==> src/rtl/b2da_pkg.sv <==
package b2da_pkg;

    localparam int MAX_DIGITS_DEF = 10;
    localparam int VALUE_W        = 32;
    localparam int MODE_W         = 2;
    localparam int CHAR_W         = 8;
    localparam int CFG_IDX_W      = 2;
    localparam int CFG_DATA_W     = 4;
    localparam int CNT_W          = 4;
    localparam int POW_W          = 34;
    localparam int CONV_W         = $clog2(VALUE_W);

    localparam logic [MODE_W-1:0] MODE_UNSIGNED = 2'd0;
    localparam logic [MODE_W-1:0] MODE_SIGNED   = 2'd1;

    localparam logic [CFG_IDX_W-1:0] CFG_DIGIT_COUNT     = 2'd0;
    localparam logic [CFG_IDX_W-1:0] CFG_SHOW_SIGN       = 2'd1;
    localparam logic [CFG_IDX_W-1:0] CFG_FRACTION_DIGITS = 2'd2;

    localparam logic [CHAR_W-1:0] CH_PLUS  = 8'h2B;
    localparam logic [CHAR_W-1:0] CH_MINUS = 8'h2D;
    localparam logic [CHAR_W-1:0] CH_POINT = 8'h2E;
    localparam logic [CHAR_W-1:0] CH_ZERO  = 8'h30;
    localparam logic [CHAR_W-1:0] CH_NINE  = 8'h39;
    localparam logic [CHAR_W-1:0] CH_NONE  = 8'h00;

    typedef enum logic [1:0] {
        SEL_SIGN,
        SEL_POINT,
        SEL_DIGIT,
        SEL_ERR
    } t_char_sel;

    typedef struct packed {
        logic             load;
        logic             sat;
        logic             shift;
        logic             emit;
        t_char_sel        sel;
        logic             last;
        logic [CNT_W-1:0] idx;
        logic [CNT_W-1:0] digits;
    } t_cmd;

    typedef struct packed {
        logic out_free;
    } t_status;

    function automatic logic [POW_W-1:0] pow10(input logic [CNT_W-1:0] n);
        logic [POW_W-1:0] p;
        case (n)
            4'd0:    p = 34'd1;
            4'd1:    p = 34'd10;
            4'd2:    p = 34'd100;
            4'd3:    p = 34'd1000;
            4'd4:    p = 34'd10000;
            4'd5:    p = 34'd100000;
            4'd6:    p = 34'd1000000;
            4'd7:    p = 34'd10000000;
            4'd8:    p = 34'd100000000;
            4'd9:    p = 34'd1000000000;
            4'd10:   p = 34'd10000000000;
            default: p = 34'd10000000000;
        endcase
        return p;
    endfunction

endpackage

==> src/rtl/b2da_ctrl.sv <==
module b2da_ctrl #(
    parameter int MAX_DIGITS = b2da_pkg::MAX_DIGITS_DEF
) (
    input  logic                            i_clk,
    input  logic                            i_rst_n,
    input  logic                            i_cfg_valid,
    input  logic [b2da_pkg::CFG_IDX_W-1:0]  i_cfg_index,
    input  logic [b2da_pkg::CFG_DATA_W-1:0] i_cfg_data,
    input  logic                            i_s_tvalid,
    input  logic [b2da_pkg::MODE_W-1:0]     i_mode,
    output logic                            o_s_tready,
    output b2da_pkg::t_cmd                  o_cmd,
    input  b2da_pkg::t_status               i_status
);

    typedef enum logic [2:0] {
        S_IDLE,
        S_ERR,
        S_SAT,
        S_CONV,
        S_SIGN,
        S_DIGIT
    } t_state;

    localparam logic [b2da_pkg::CNT_W-1:0]  MAXD     = b2da_pkg::CNT_W'(MAX_DIGITS);
    localparam logic [b2da_pkg::CONV_W-1:0] CONV_TOP = b2da_pkg::CONV_W'(b2da_pkg::VALUE_W - 1);

    t_state                          r_state;
    logic [b2da_pkg::CNT_W-1:0]      r_digit_count;
    logic                            r_show_sign;
    logic [b2da_pkg::CNT_W-1:0]      r_frac;
    logic [b2da_pkg::CONV_W-1:0]     r_cnt;
    logic [b2da_pkg::CNT_W-1:0]      r_pos;
    logic                            r_pt_done;

    logic [b2da_pkg::CNT_W-1:0]      n_eff;
    logic                            point_here;
    logic                            accept;
    logic                            bad_req;

    always_comb begin
        n_eff      = (r_digit_count > MAXD) ? MAXD : r_digit_count;
        point_here = (r_frac != '0) && (r_frac <= n_eff) && !r_pt_done
                     && (r_pos == r_frac - 1'b1);
        accept     = i_s_tvalid && (r_state == S_IDLE);
        bad_req    = (n_eff == '0)
                     || !(i_mode == b2da_pkg::MODE_UNSIGNED || i_mode == b2da_pkg::MODE_SIGNED);
        o_s_tready = (r_state == S_IDLE);
    end

    always_comb begin
        o_cmd        = '0;
        o_cmd.sel    = b2da_pkg::SEL_DIGIT;
        o_cmd.idx    = r_pos;
        o_cmd.digits = n_eff;
        case (r_state)
            S_IDLE: begin
                o_cmd.load = accept && !bad_req;
            end
            S_ERR: begin
                o_cmd.emit = i_status.out_free;
                o_cmd.sel  = b2da_pkg::SEL_ERR;
                o_cmd.last = 1'b1;
            end
            S_SAT: begin
                o_cmd.sat = 1'b1;
            end
            S_CONV: begin
                o_cmd.shift = 1'b1;
            end
            S_SIGN: begin
                o_cmd.emit = i_status.out_free;
                o_cmd.sel  = b2da_pkg::SEL_SIGN;
            end
            S_DIGIT: begin
                o_cmd.emit = i_status.out_free;
                o_cmd.sel  = point_here ? b2da_pkg::SEL_POINT : b2da_pkg::SEL_DIGIT;
                o_cmd.last = !point_here && (r_pos == '0);
            end
            default: begin
                o_cmd.sel = b2da_pkg::SEL_DIGIT;
            end
        endcase
    end

    always_ff @(posedge i_clk) begin
        if (!i_rst_n) begin
            r_state       <= S_IDLE;
            r_digit_count <= 4'd3;
            r_show_sign   <= 1'b0;
            r_frac        <= 4'd0;
            r_cnt         <= '0;
            r_pos         <= '0;
            r_pt_done     <= 1'b0;
        end else begin
            if (i_cfg_valid) begin
                case (i_cfg_index)
                    b2da_pkg::CFG_DIGIT_COUNT:     r_digit_count <= i_cfg_data;
                    b2da_pkg::CFG_SHOW_SIGN:       r_show_sign   <= i_cfg_data[0];
                    b2da_pkg::CFG_FRACTION_DIGITS: r_frac        <= i_cfg_data;
                    default: begin
                    end
                endcase
            end
            case (r_state)
                S_IDLE: begin
                    if (accept) begin
                        r_state <= bad_req ? S_ERR : S_SAT;
                    end
                end
                S_ERR: begin
                    if (i_status.out_free) begin
                        r_state <= S_IDLE;
                    end
                end
                S_SAT: begin
                    r_state   <= S_CONV;
                    r_cnt     <= CONV_TOP;
                    r_pos     <= n_eff - 1'b1;
                    r_pt_done <= 1'b0;
                end
                S_CONV: begin
                    r_cnt <= r_cnt - 1'b1;
                    if (r_cnt == '0) begin
                        r_state <= r_show_sign ? S_SIGN : S_DIGIT;
                    end
                end
                S_SIGN: begin
                    if (i_status.out_free) begin
                        r_state <= S_DIGIT;
                    end
                end
                S_DIGIT: begin
                    if (i_status.out_free) begin
                        if (point_here) begin
                            r_pt_done <= 1'b1;
                        end else if (r_pos == '0) begin
                            r_state <= S_IDLE;
                        end else begin
                            r_pos <= r_pos - 1'b1;
                        end
                    end
                end
                default: begin
                    r_state <= S_IDLE;
                end
            endcase
        end
    end

endmodule

==> src/rtl/b2da_dp.sv <==
module b2da_dp #(
    parameter int MAX_DIGITS = b2da_pkg::MAX_DIGITS_DEF
) (
    input  logic                             i_clk,
    input  logic                             i_rst_n,
    input  logic [b2da_pkg::MODE_W-1:0]      i_mode,
    input  logic [b2da_pkg::VALUE_W-1:0]     i_unsigned_value,
    input  logic [b2da_pkg::VALUE_W-1:0]     i_signed_value,
    input  b2da_pkg::t_cmd                   i_cmd,
    output b2da_pkg::t_status                o_status,
    output logic                             o_m_tvalid,
    input  logic                             i_m_tready,
    output logic [b2da_pkg::CHAR_W-1:0]      o_m_tdata,
    output logic                             o_m_tuser,
    output logic                             o_m_tlast
);

    localparam int BCD_W = 4 * MAX_DIGITS;
    localparam int SEL_W = $clog2(BCD_W);

    logic [b2da_pkg::VALUE_W-1:0] r_mag;
    logic                         r_neg;
    logic [BCD_W-1:0]             r_bcd;
    logic                         r_valid;
    logic [b2da_pkg::CHAR_W-1:0]  r_char;
    logic                         r_ok;
    logic                         r_last;

    logic [b2da_pkg::VALUE_W-1:0] n_mag_load;
    logic [BCD_W-1:0]             bcd_adj;
    logic [b2da_pkg::POW_W-1:0]   lim;
    logic [SEL_W-1:0]             digit_lsb;
    logic [3:0]                   digit;
    logic [b2da_pkg::CHAR_W-1:0]  n_char;

    always_comb begin
        if (i_mode == b2da_pkg::MODE_SIGNED && i_signed_value[b2da_pkg::VALUE_W-1]) begin
            n_mag_load = ~i_signed_value + 1'b1;
        end else if (i_mode == b2da_pkg::MODE_SIGNED) begin
            n_mag_load = i_signed_value;
        end else begin
            n_mag_load = i_unsigned_value;
        end
        for (int k = 0; k < MAX_DIGITS; k++) begin
            bcd_adj[4*k +: 4] = (r_bcd[4*k +: 4] >= 4'd5) ? r_bcd[4*k +: 4] + 4'd3
                                                          : r_bcd[4*k +: 4];
        end
        lim       = b2da_pkg::pow10(i_cmd.digits);
        digit_lsb = SEL_W'({i_cmd.idx, 2'b00});
        digit     = r_bcd[digit_lsb +: 4];
        case (i_cmd.sel)
            b2da_pkg::SEL_SIGN:  n_char = r_neg ? b2da_pkg::CH_MINUS : b2da_pkg::CH_PLUS;
            b2da_pkg::SEL_POINT: n_char = b2da_pkg::CH_POINT;
            b2da_pkg::SEL_DIGIT: n_char = b2da_pkg::CH_ZERO + {4'd0, digit};
            default:             n_char = b2da_pkg::CH_NONE;
        endcase
        o_status.out_free = !r_valid || i_m_tready;
    end

    always_ff @(posedge i_clk) begin
        if (i_cmd.load) begin
            r_mag <= n_mag_load;
            r_neg <= (i_mode == b2da_pkg::MODE_SIGNED) && i_signed_value[b2da_pkg::VALUE_W-1];
            r_bcd <= '0;
        end else if (i_cmd.sat) begin
            if ({2'b00, r_mag} >= lim) begin
                r_mag <= b2da_pkg::VALUE_W'(lim - 1'b1);
            end
        end else if (i_cmd.shift) begin
            r_bcd <= {bcd_adj[BCD_W-2:0], r_mag[b2da_pkg::VALUE_W-1]};
            r_mag <= {r_mag[b2da_pkg::VALUE_W-2:0], 1'b0};
        end
        if (i_cmd.emit) begin
            r_char <= n_char;
            r_ok   <= (i_cmd.sel != b2da_pkg::SEL_ERR);
            r_last <= i_cmd.last;
        end
    end

    always_ff @(posedge i_clk) begin
        if (!i_rst_n) begin
            r_valid <= 1'b0;
        end else if (i_cmd.emit) begin
            r_valid <= 1'b1;
        end else if (i_m_tready) begin
            r_valid <= 1'b0;
        end
    end

    assign o_m_tvalid = r_valid;
    assign o_m_tdata  = r_char;
    assign o_m_tuser  = r_ok;
    assign o_m_tlast  = r_last;

endmodule

==> src/rtl/binary_to_decimal_ascii_formatter_top.sv <==
// Formats one 32-bit number per request as fixed-width ASCII decimal text.
// The slave channel takes a request: tuser holds the mode (0 unsigned, 1 signed)
// and tdata holds the unsigned value in bits 31:0 and the signed value in 63:32.
// The master channel returns one character per transfer in tdata, with the ok
// flag in tuser and tlast on the final character of the request.
// The configuration channel writes digit count (index 0), sign enable (index 1)
// and fraction digits (index 2); it is always ready. It must be written while
// idle, which the block itself does not enforce. A request is loaded, saturated
// to the digit count and converted by serial double-dabble, then sent at one
// character per cycle while the receiver is ready, the sign first if enabled.
// The slave side is ready only between requests. A bad mode or a zero digit
// count returns a single character of zero with ok low and tlast high.
// When the receiver stalls, the output register holds the character and the
// controller waits. Reset returns to idle with digit count 3, no sign and no
// decimal point, and drops any pending character.
module binary_to_decimal_ascii_formatter_top #(
    parameter int MAX_DIGITS = b2da_pkg::MAX_DIGITS_DEF
) (
    input  logic                            i_clk,
    input  logic                            i_rst_n,
    input  logic                            i_cfg_valid,
    output logic                            o_cfg_ready,
    input  logic [b2da_pkg::CFG_IDX_W-1:0]  i_cfg_index,
    input  logic [b2da_pkg::CFG_DATA_W-1:0] i_cfg_data,
    input  logic                            i_s_tvalid,
    output logic                            o_s_tready,
    input  logic [63:0]                     i_s_tdata,  // unsigned_value, signed_value
    input  logic [b2da_pkg::MODE_W-1:0]     i_s_tuser,  // mode
    output logic                            o_m_tvalid,
    input  logic                            i_m_tready,
    output logic [b2da_pkg::CHAR_W-1:0]     o_m_tdata,  // character
    output logic                            o_m_tuser,  // ok
    output logic                            o_m_tlast
);

    b2da_pkg::t_cmd    cmd;
    b2da_pkg::t_status status;

    assign o_cfg_ready = 1'b1;

    b2da_ctrl #(
        .MAX_DIGITS(MAX_DIGITS)
    ) u_ctrl (
        .i_clk      (i_clk),
        .i_rst_n    (i_rst_n),
        .i_cfg_valid(i_cfg_valid),
        .i_cfg_index(i_cfg_index),
        .i_cfg_data (i_cfg_data),
        .i_s_tvalid (i_s_tvalid),
        .i_mode     (i_s_tuser),
        .o_s_tready (o_s_tready),
        .o_cmd      (cmd),
        .i_status   (status)
    );

    b2da_dp #(
        .MAX_DIGITS(MAX_DIGITS)
    ) u_dp (
        .i_clk           (i_clk),
        .i_rst_n         (i_rst_n),
        .i_mode          (i_s_tuser),
        .i_unsigned_value(i_s_tdata[31:0]),
        .i_signed_value  (i_s_tdata[63:32]),
        .i_cmd           (cmd),
        .o_status        (status),
        .o_m_tvalid      (o_m_tvalid),
        .i_m_tready      (i_m_tready),
        .o_m_tdata       (o_m_tdata),
        .o_m_tuser       (o_m_tuser),
        .o_m_tlast       (o_m_tlast)
    );

`ifndef SYNTHESIS
    a_busy_after_request: assert property (@(posedge i_clk) disable iff (!i_rst_n)
        (i_s_tvalid && o_s_tready) |=> !o_s_tready)
        else $error("slave side ready right after a request");

    a_error_is_single: assert property (@(posedge i_clk) disable iff (!i_rst_n)
        (o_m_tvalid && !o_m_tuser) |-> (o_m_tlast && o_m_tdata == b2da_pkg::CH_NONE))
        else $error("error result is not a single zero character");

    a_char_is_ascii: assert property (@(posedge i_clk) disable iff (!i_rst_n)
        (o_m_tvalid && o_m_tuser) |-> (o_m_tdata == b2da_pkg::CH_PLUS
            || o_m_tdata == b2da_pkg::CH_MINUS || o_m_tdata == b2da_pkg::CH_POINT
            || (o_m_tdata >= b2da_pkg::CH_ZERO && o_m_tdata <= b2da_pkg::CH_NINE)))
        else $error("character outside the decimal set");
`endif

endmodule

==> config.mk <==
export PLATFORM = sky130hd
export DESIGN_NAME = binary_to_decimal_ascii_formatter_top
export DESIGN_NICKNAME = d
export VERILOG_FILES = /design/src/rtl/b2da_pkg.sv /design/src/rtl/b2da_ctrl.sv /design/src/rtl/b2da_dp.sv /design/src/rtl/binary_to_decimal_ascii_formatter_top.sv
export SDC_FILE = /design/constraint.sdc
export NUM_CORES = 1
export LEC_CHECK = 0
export ABC_AREA = 1
export BUFFER_PORTS_ARGS = -buffer_cell sky130_fd_sc_hd__buf_4
export CAP_MARGIN = 25
export CORE_MARGIN = 2
export CORE_UTILIZATION = 65
export CTS_BUF_LIST = sky130_fd_sc_hd__clkbuf_4 sky130_fd_sc_hd__clkbuf_8 sky130_fd_sc_hd__clkbuf_16
export DETAILED_ROUTE_END_ITERATION = 16
export PLACE_DENSITY_LB_ADDON = 0.15
export SYNTH_ARGS = -nofsm -noshare
export SYNTH_HDL_FRONTEND = slang
export SYNTH_SLANG_ARGS = --single-unit
==> constraint.sdc <==
create_clock -name i_clk -period 5 [get_ports i_clk]
set_input_delay 0.75 -clock i_clk [delete_from_list [all_inputs] [get_ports i_clk]]
set_output_delay 0.75 -clock i_clk [all_outputs]
set_load 0.02 [all_outputs]
## After elaboration in Yosys (flattened, before gate mapping)

Memory sizes are Yosys's and may differ from the RTL's.
Cells that the tools add are included.

- Memories kept: 1
- Memory bits (read-only): 512
- Register bits after elaboration: 106
- Word-level logic and storage cells: 152
- Bits of input ports: 77

- Shift operators: 1
- Mux-type cells: 46
- Reductions and logical operators: 36
- Magnitude comparators: 13
- Equal/unequal tests: 22
- Bitwise operators: 2
- $add $sub $neg: 17

Memory list:

| memory | depth | width | rd ports | clocked after memory_dff | wr ports | line | text |
|---|---|---|---|---|---|---|---|
| (no name shown) | 16 | 32 | 1 | 0 | 0 | b2da_pkg.sv:51 | `case (n)` |

Operators by type and width:

| operator | count |
|---|---|
| two-way mux 32 bit | 6 |
| two-way mux 4 bit | 13 |
| >= comparator 4 x 3 -> 1 bit (second input constant) | 10 |
| indexed part select 40 x 7 -> 4 bit | 1 |
| adder 4 x 2 -> 4 bit (second input constant) | 9 |
| >= comparator 32 x 34 -> 1 bit | 1 |
| adder 32 x 1 -> 32 bit (second input constant) | 1 |
| NOT 32 bit | 1 |
| subtractor 32 x 1 -> 32 bit (second input constant) | 1 |
| two-way mux 3 bit | 9 |
| case mux 8 bit (3 select lines) | 1 |
| case mux 3 bit (6 select lines) | 1 |
| != test 2 bit (second input constant) | 6 |
| subtractor 4 x 1 -> 4 bit (second input constant) | 3 |
| case mux 5 bit (2 select lines) | 1 |
| AND reduction 2 bit | 5 |
| two-way mux 1 bit | 9 |
| zero test 4 bit | 2 |
| != test 2 x 1 -> 1 bit (second input constant) | 4 |
| case mux 4 bit (2 select lines) | 1 |
| adder 6 x 4 -> 7 bit (first input constant) | 1 |
| logical AND 1 bit | 7 |
| AND reduction 7 bit | 1 |
| equality test 2 x 1 -> 1 bit (second input constant) | 3 |
| 25 further kinds | 40 |

## Logic depth before layout (Yosys ltp)

- Depth after elaboration: 10
- Mapped depth: 23

## Hierarchy

From an unflattened synthesis, not the netlist that was laid out.

- Cell total of the unflattened synthesis: 1,217
- Area, all modules: 8,552.0 um2

Modules (own cells, without submodules):

| module | seq. area each (um2) | cells each | area an instance (um2) | instances |
|---|---|---|---|---|
| b2da_dp | 2,052.0 | 990 | 7,030.5 | 1 |
| b2da_ctrl | 440.4 | 225 | 1,510.2 | 1 |
| binary_to_decimal_ascii_formatter_top | 0.0 | 2 | 11.3 | 1 |

## Least setup slack after synthesis

Ideal clock, no wire load.

- Path kind: reg-to-reg
- Start: register u_ctrl.r_digit_count[3] (netlist bit)
- End: register u_dp.r_mag[0] (netlist bit), enable pin
- Path buffers: 1
- Library setup time: 0.387 ns
- Period minus slack after synthesis: 3.399 ns
- Slack: 1.601 ns
- Arrival: 3.013 ns
- Cell stages (with the launch flop): 18
- Cell sequence: dfxtp_1 > buf_6 > a21oi_1 > ha_1 > inv_1 > nor2_2 > nor2_1 > ha_1 > nand2_1 > nor2_1 > nand2_1 > nor2_1 > nand2_1 > nor2_1 > nor2_1 > nand4_1 > nand2_1 > inv_1

- Word-level cells in the longest chain between the ends: 9
- Elaborated cells on any way between the ends: 12

RTL lines:

| element | line | text |
|---|---|---|
| start: declaration | b2da_ctrl.sv:29 | `logic [b2da_pkg::CNT_W-1:0] r_digit_count;` |
| start signal: assignment | b2da_ctrl.sv:98 | `b2da_pkg::CFG_DIGIT_COUNT: r_digit_count <= i_cfg_data;` |
| > comparator 4 bit | b2da_ctrl.sv:42 | `n_eff = (r_digit_count > MAXD) ? MAXD : r_digit_count;` |
| two-way mux 4 bit (*) | b2da_ctrl.sv:42 |  |
| branches (longest 6 deep; another with >= comparator 32 x 34 -> 1 bit) | n/a |  |
| AND reduction 2 bit (no source line) (*) | n/a |  |
| end signal: assignment | b2da_dp.sv:62 | `r_mag <= n_mag_load;` |
| end signal: assignment | b2da_dp.sv:67 | `r_mag <= b2da_pkg::VALUE_W'(lim - 1'b1);` |
| end signal: assignment | b2da_dp.sv:71 | `r_mag <= {r_mag[b2da_pkg::VALUE_W-2:0], 1'b0};` |
| end: declaration | b2da_dp.sv:21 | `logic [b2da_pkg::VALUE_W-1:0] r_mag;` |

Every way passes the cells marked *.
A chain may end at the register's enable or synchronous reset.

## Worst setup path after layout

- Start: register u_ctrl.r_digit_count[3] (netlist bit)
- End: register u_dp.r_mag[2] (netlist bit), enable pin

Same word-level chain as after synthesis.

==> impl_metrics.csv <==
group,metric,value,unit
outcome,status,"complete, no violations",
routing,dr.first_iter.drc_count,853,
timing,slew_headroom,42.5,%
timing,holdWs,0.466,ns
timing,finalSetupTns,0,ns
final_layout,final_common_cell,"nand2_1",
critical_path,ff2ff_path_depth,16,
global_routing,grt_max_degree,53,
timing,max_freq,0.261,GHz
hold_path,min_delay_path_depth,2,
timing,period_needed,3.84,ns
floorplan,coreArea,13200,um2
synth,async_reset_ff_share,0,%
placement,port_buffers,86,
floorplan,io_pins,90,
floorplan,start_util,66.5,%
critical_path,startpoint,"u_ctrl.r_digit_count[3]$_SDFFE_PN0P_",
critical_path,path_class,"register to register",
synth,yosys_warnings,0,
final_layout,syn_to_final_growth,10.9,%
clocking,clockRootBuffer,"clkbuf_16",
timing,hold_viol,0,
final_layout,drive_gt1_share,11.3,%
synth,synth_cells,1324,
clocking,postCtsSetupBuffers,0,
clocking,clock_path_buffers,2,
placement,place_congestion,1.02,
critical_path,critPathLaunchType,"register",
floorplan,die_h,120,um
clocking,cts_hold_buf,0,
floorplan,die_area,14400,um2
timing,finClkSkew,0.00924,ns
synth,synth_top_flop_cell,"dfxtp_1",
placement,dp.final_hpwl,18200,um
final_layout,final_cell_mix,"nand2_1 (315), inv_1 (174), nor2_1 (122)",
synth,synth_area_per_cell,6.62,um2
global_routing,grt_first_pass_wirelength,39600,um
critical_path,end_kind,"register",
final_layout,fillerInstances,1116,
clocking,cts_tree,"yes",
critical_path,rr_startpoint,"u_ctrl.r_digit_count[3]$_SDFFE_PN0P_",
synth,syn_area,8770,um2
power_and_ir_drop,peakVddDrop,0.353,mV
flow_run,max_cap_violations,0,
routing,drtAntennaViolNets,0,
global_routing,grt.overflow.total,0,
final_layout,fin_nets,1525,
synth,ys_ff_latch,103,
final_layout,stdcell_area,9730,um2
power_and_ir_drop,power_density,417,nW/um2
timing,tightest_slew,0.861,ns
critical_path,worstPathRequired,5.01,ns
global_routing,antenna_found_initial,0,
synth,ys_types,50,
timing,grt_setup_unrepaired,"false",
routing,wirelength,23900,um
routing,vias_per_cell,5.76,
hold_path,holdPathEnd,"u_dp.r_bcd[11]$_SDFFE_PP0P_",
routing,via_count,9005,
critical_path,r2r-end,"u_dp.r_mag[2]$_DFFE_PP_",
routing,drt_first_pass_iters,6,
routing,wire_per_inst,15.3,um
timing,slew_viol_final,0,
global_routing,grt_use_total,34.0,%
critical_path,crit_fanout,31,
critical_path,r2r_slack,1.16,ns
final_layout,multi_input_area,5370,um2
clocking,cts_buffers,9,
hold_path,holdCritPathClass,"register to register",
hold_path,min_from,"u_dp.r_bcd[11]$_SDFFE_PP0P_",
global_routing,grt_pass1_vias,8414,
clocking,cts_sinks,103,
floorplan,die_w,120,um
power_and_ir_drop,leakage,0.00458,uW
final_layout,regArea,2460,um2
clocking,cts.clk_slew.worst_paths,0.08,ns
placement,placed_cell_area,9440,um2
clocking,clock_latency,0.36,ns
synth,synth_edf_count,40,
timing,min_period_over_period,76.7,%
final_layout,antennaDiodeCount,0,
floorplan,rows,42,
routing,drc_errors,0,
critical_path,critPathArrivalTime,3.85,ns
timing,setup_viol_count_final,0,
synth,ys_seq_area_share,28.1,%
clocking,h-tree-depth,3,
clocking,cts_resized,0,
-- stage by stage --
stage               utilization [%]  power (uW)  setup slack, ns  cells
floorplan                         -        2800             1.60   1325
finish                         73.8        4060             1.16   1563
detailed placement             71.6        3330             1.25   1547
global route                   73.8        4390            0.819   1563
global placement               71.6        3290             1.36   1547
CTS                            73.8        4030             1.23   1563
-- flip-flops by register name (all words and copies together), names as in the netlist, 3 cells and up --
name,flops
u_dp.r_bcd,40
u_dp.r_mag,32
u_dp.o_m_tdata,6
u_ctrl.r_cnt,5
u_ctrl.r_digit_count,4
u_ctrl.r_frac,4
u_ctrl.r_pos,4
u_ctrl.r_state,3
-- cell type report --
type,count,area share (%)
inverter,184,7.18
multi-input combinational,992,55.2
tap,176,2.26
clock inverter,6,0.553
sequential,103,25.3
timing repair buffer,92,7.10
clock buffer,10,2.39
-- synthesized netlist by cell type (all sizes together) (20+ instances only) --
cell type	number	area (um2)
a22oi	20	150
a21oi	102	518
buf	30	188
xor2	33	289
edfxtp	40	1200
ha	66	826
nor2	136	546
nand2	324	1260
nand3	105	536
dfxtp	63	1260
o21ai	117	597
inv	184	698
-- worst max-delay path, stage by stage (launching register included) --
cell     delay [ns]
dfxtp_1        0.72
a21oi_1        0.30
inv_1          0.18
ha_1           0.27
nor2_2         0.09
a21oi_2        0.20
inv_1          0.09
ha_1           0.30
nand2_1        0.07
nor2_1         0.21
nand2_1        0.08
nor3b_1        0.23
nand3_1        0.11
nand4_1        0.11
nand2_1        0.07
inv_1          0.09
buf_4          0.36
-- layer usage --
layer  track usage, %  part of all wire, %
met1             41.0                   42
met3             4.90                  5.7
met4             14.5                  3.8
met2             60.2                   49
met5                0                    0
-- power breakdown --
part	internal, uW	total (uW)	leakage, uW	switching (uW)
clock network	353	698	0.000140	345
registers	1220	1450	0.000887	222
logic	695	1920	0.00356	1220
total	2270	4060	0.00458	1790
-- cells by family (layout without fill, tap and decap cells) --
logic type                 count (synthesis)  after routing  synth area share, %
AOI/OAI and AO/OA                        286            286                 18.6
xor gates and xnor gates                  34             34                 3.40
adders and majority gates                 66             66                 9.42
buffers and inverters                    230            292                 10.8
DFF                                      103            103                 28.1
other                                      2              3               0.0856
and+or+nand+nor                          603            603                 29.6
-- worst max path at each step --
stage | end | slack, ns | cells past startpoint
global route | u_dp.r_mag[8]$_DFFE_PP_ | 0.82 | 18
global placement | u_dp.r_mag[6]$_DFFE_PP_ | 1.36 | 18
detailed placement | u_dp.r_mag[7]$_DFFE_PP_ | 1.25 | 16
CTS | u_dp.r_mag[2]$_DFFE_PP_ | 1.23 | 16
floorplan | u_dp.r_mag[0]$_DFFE_PP_ | 1.60 | 17
finish | u_dp.r_mag[2]$_DFFE_PP_ | 1.16 | 16
No activity file was read; power rests on OpenSTA's default activity.
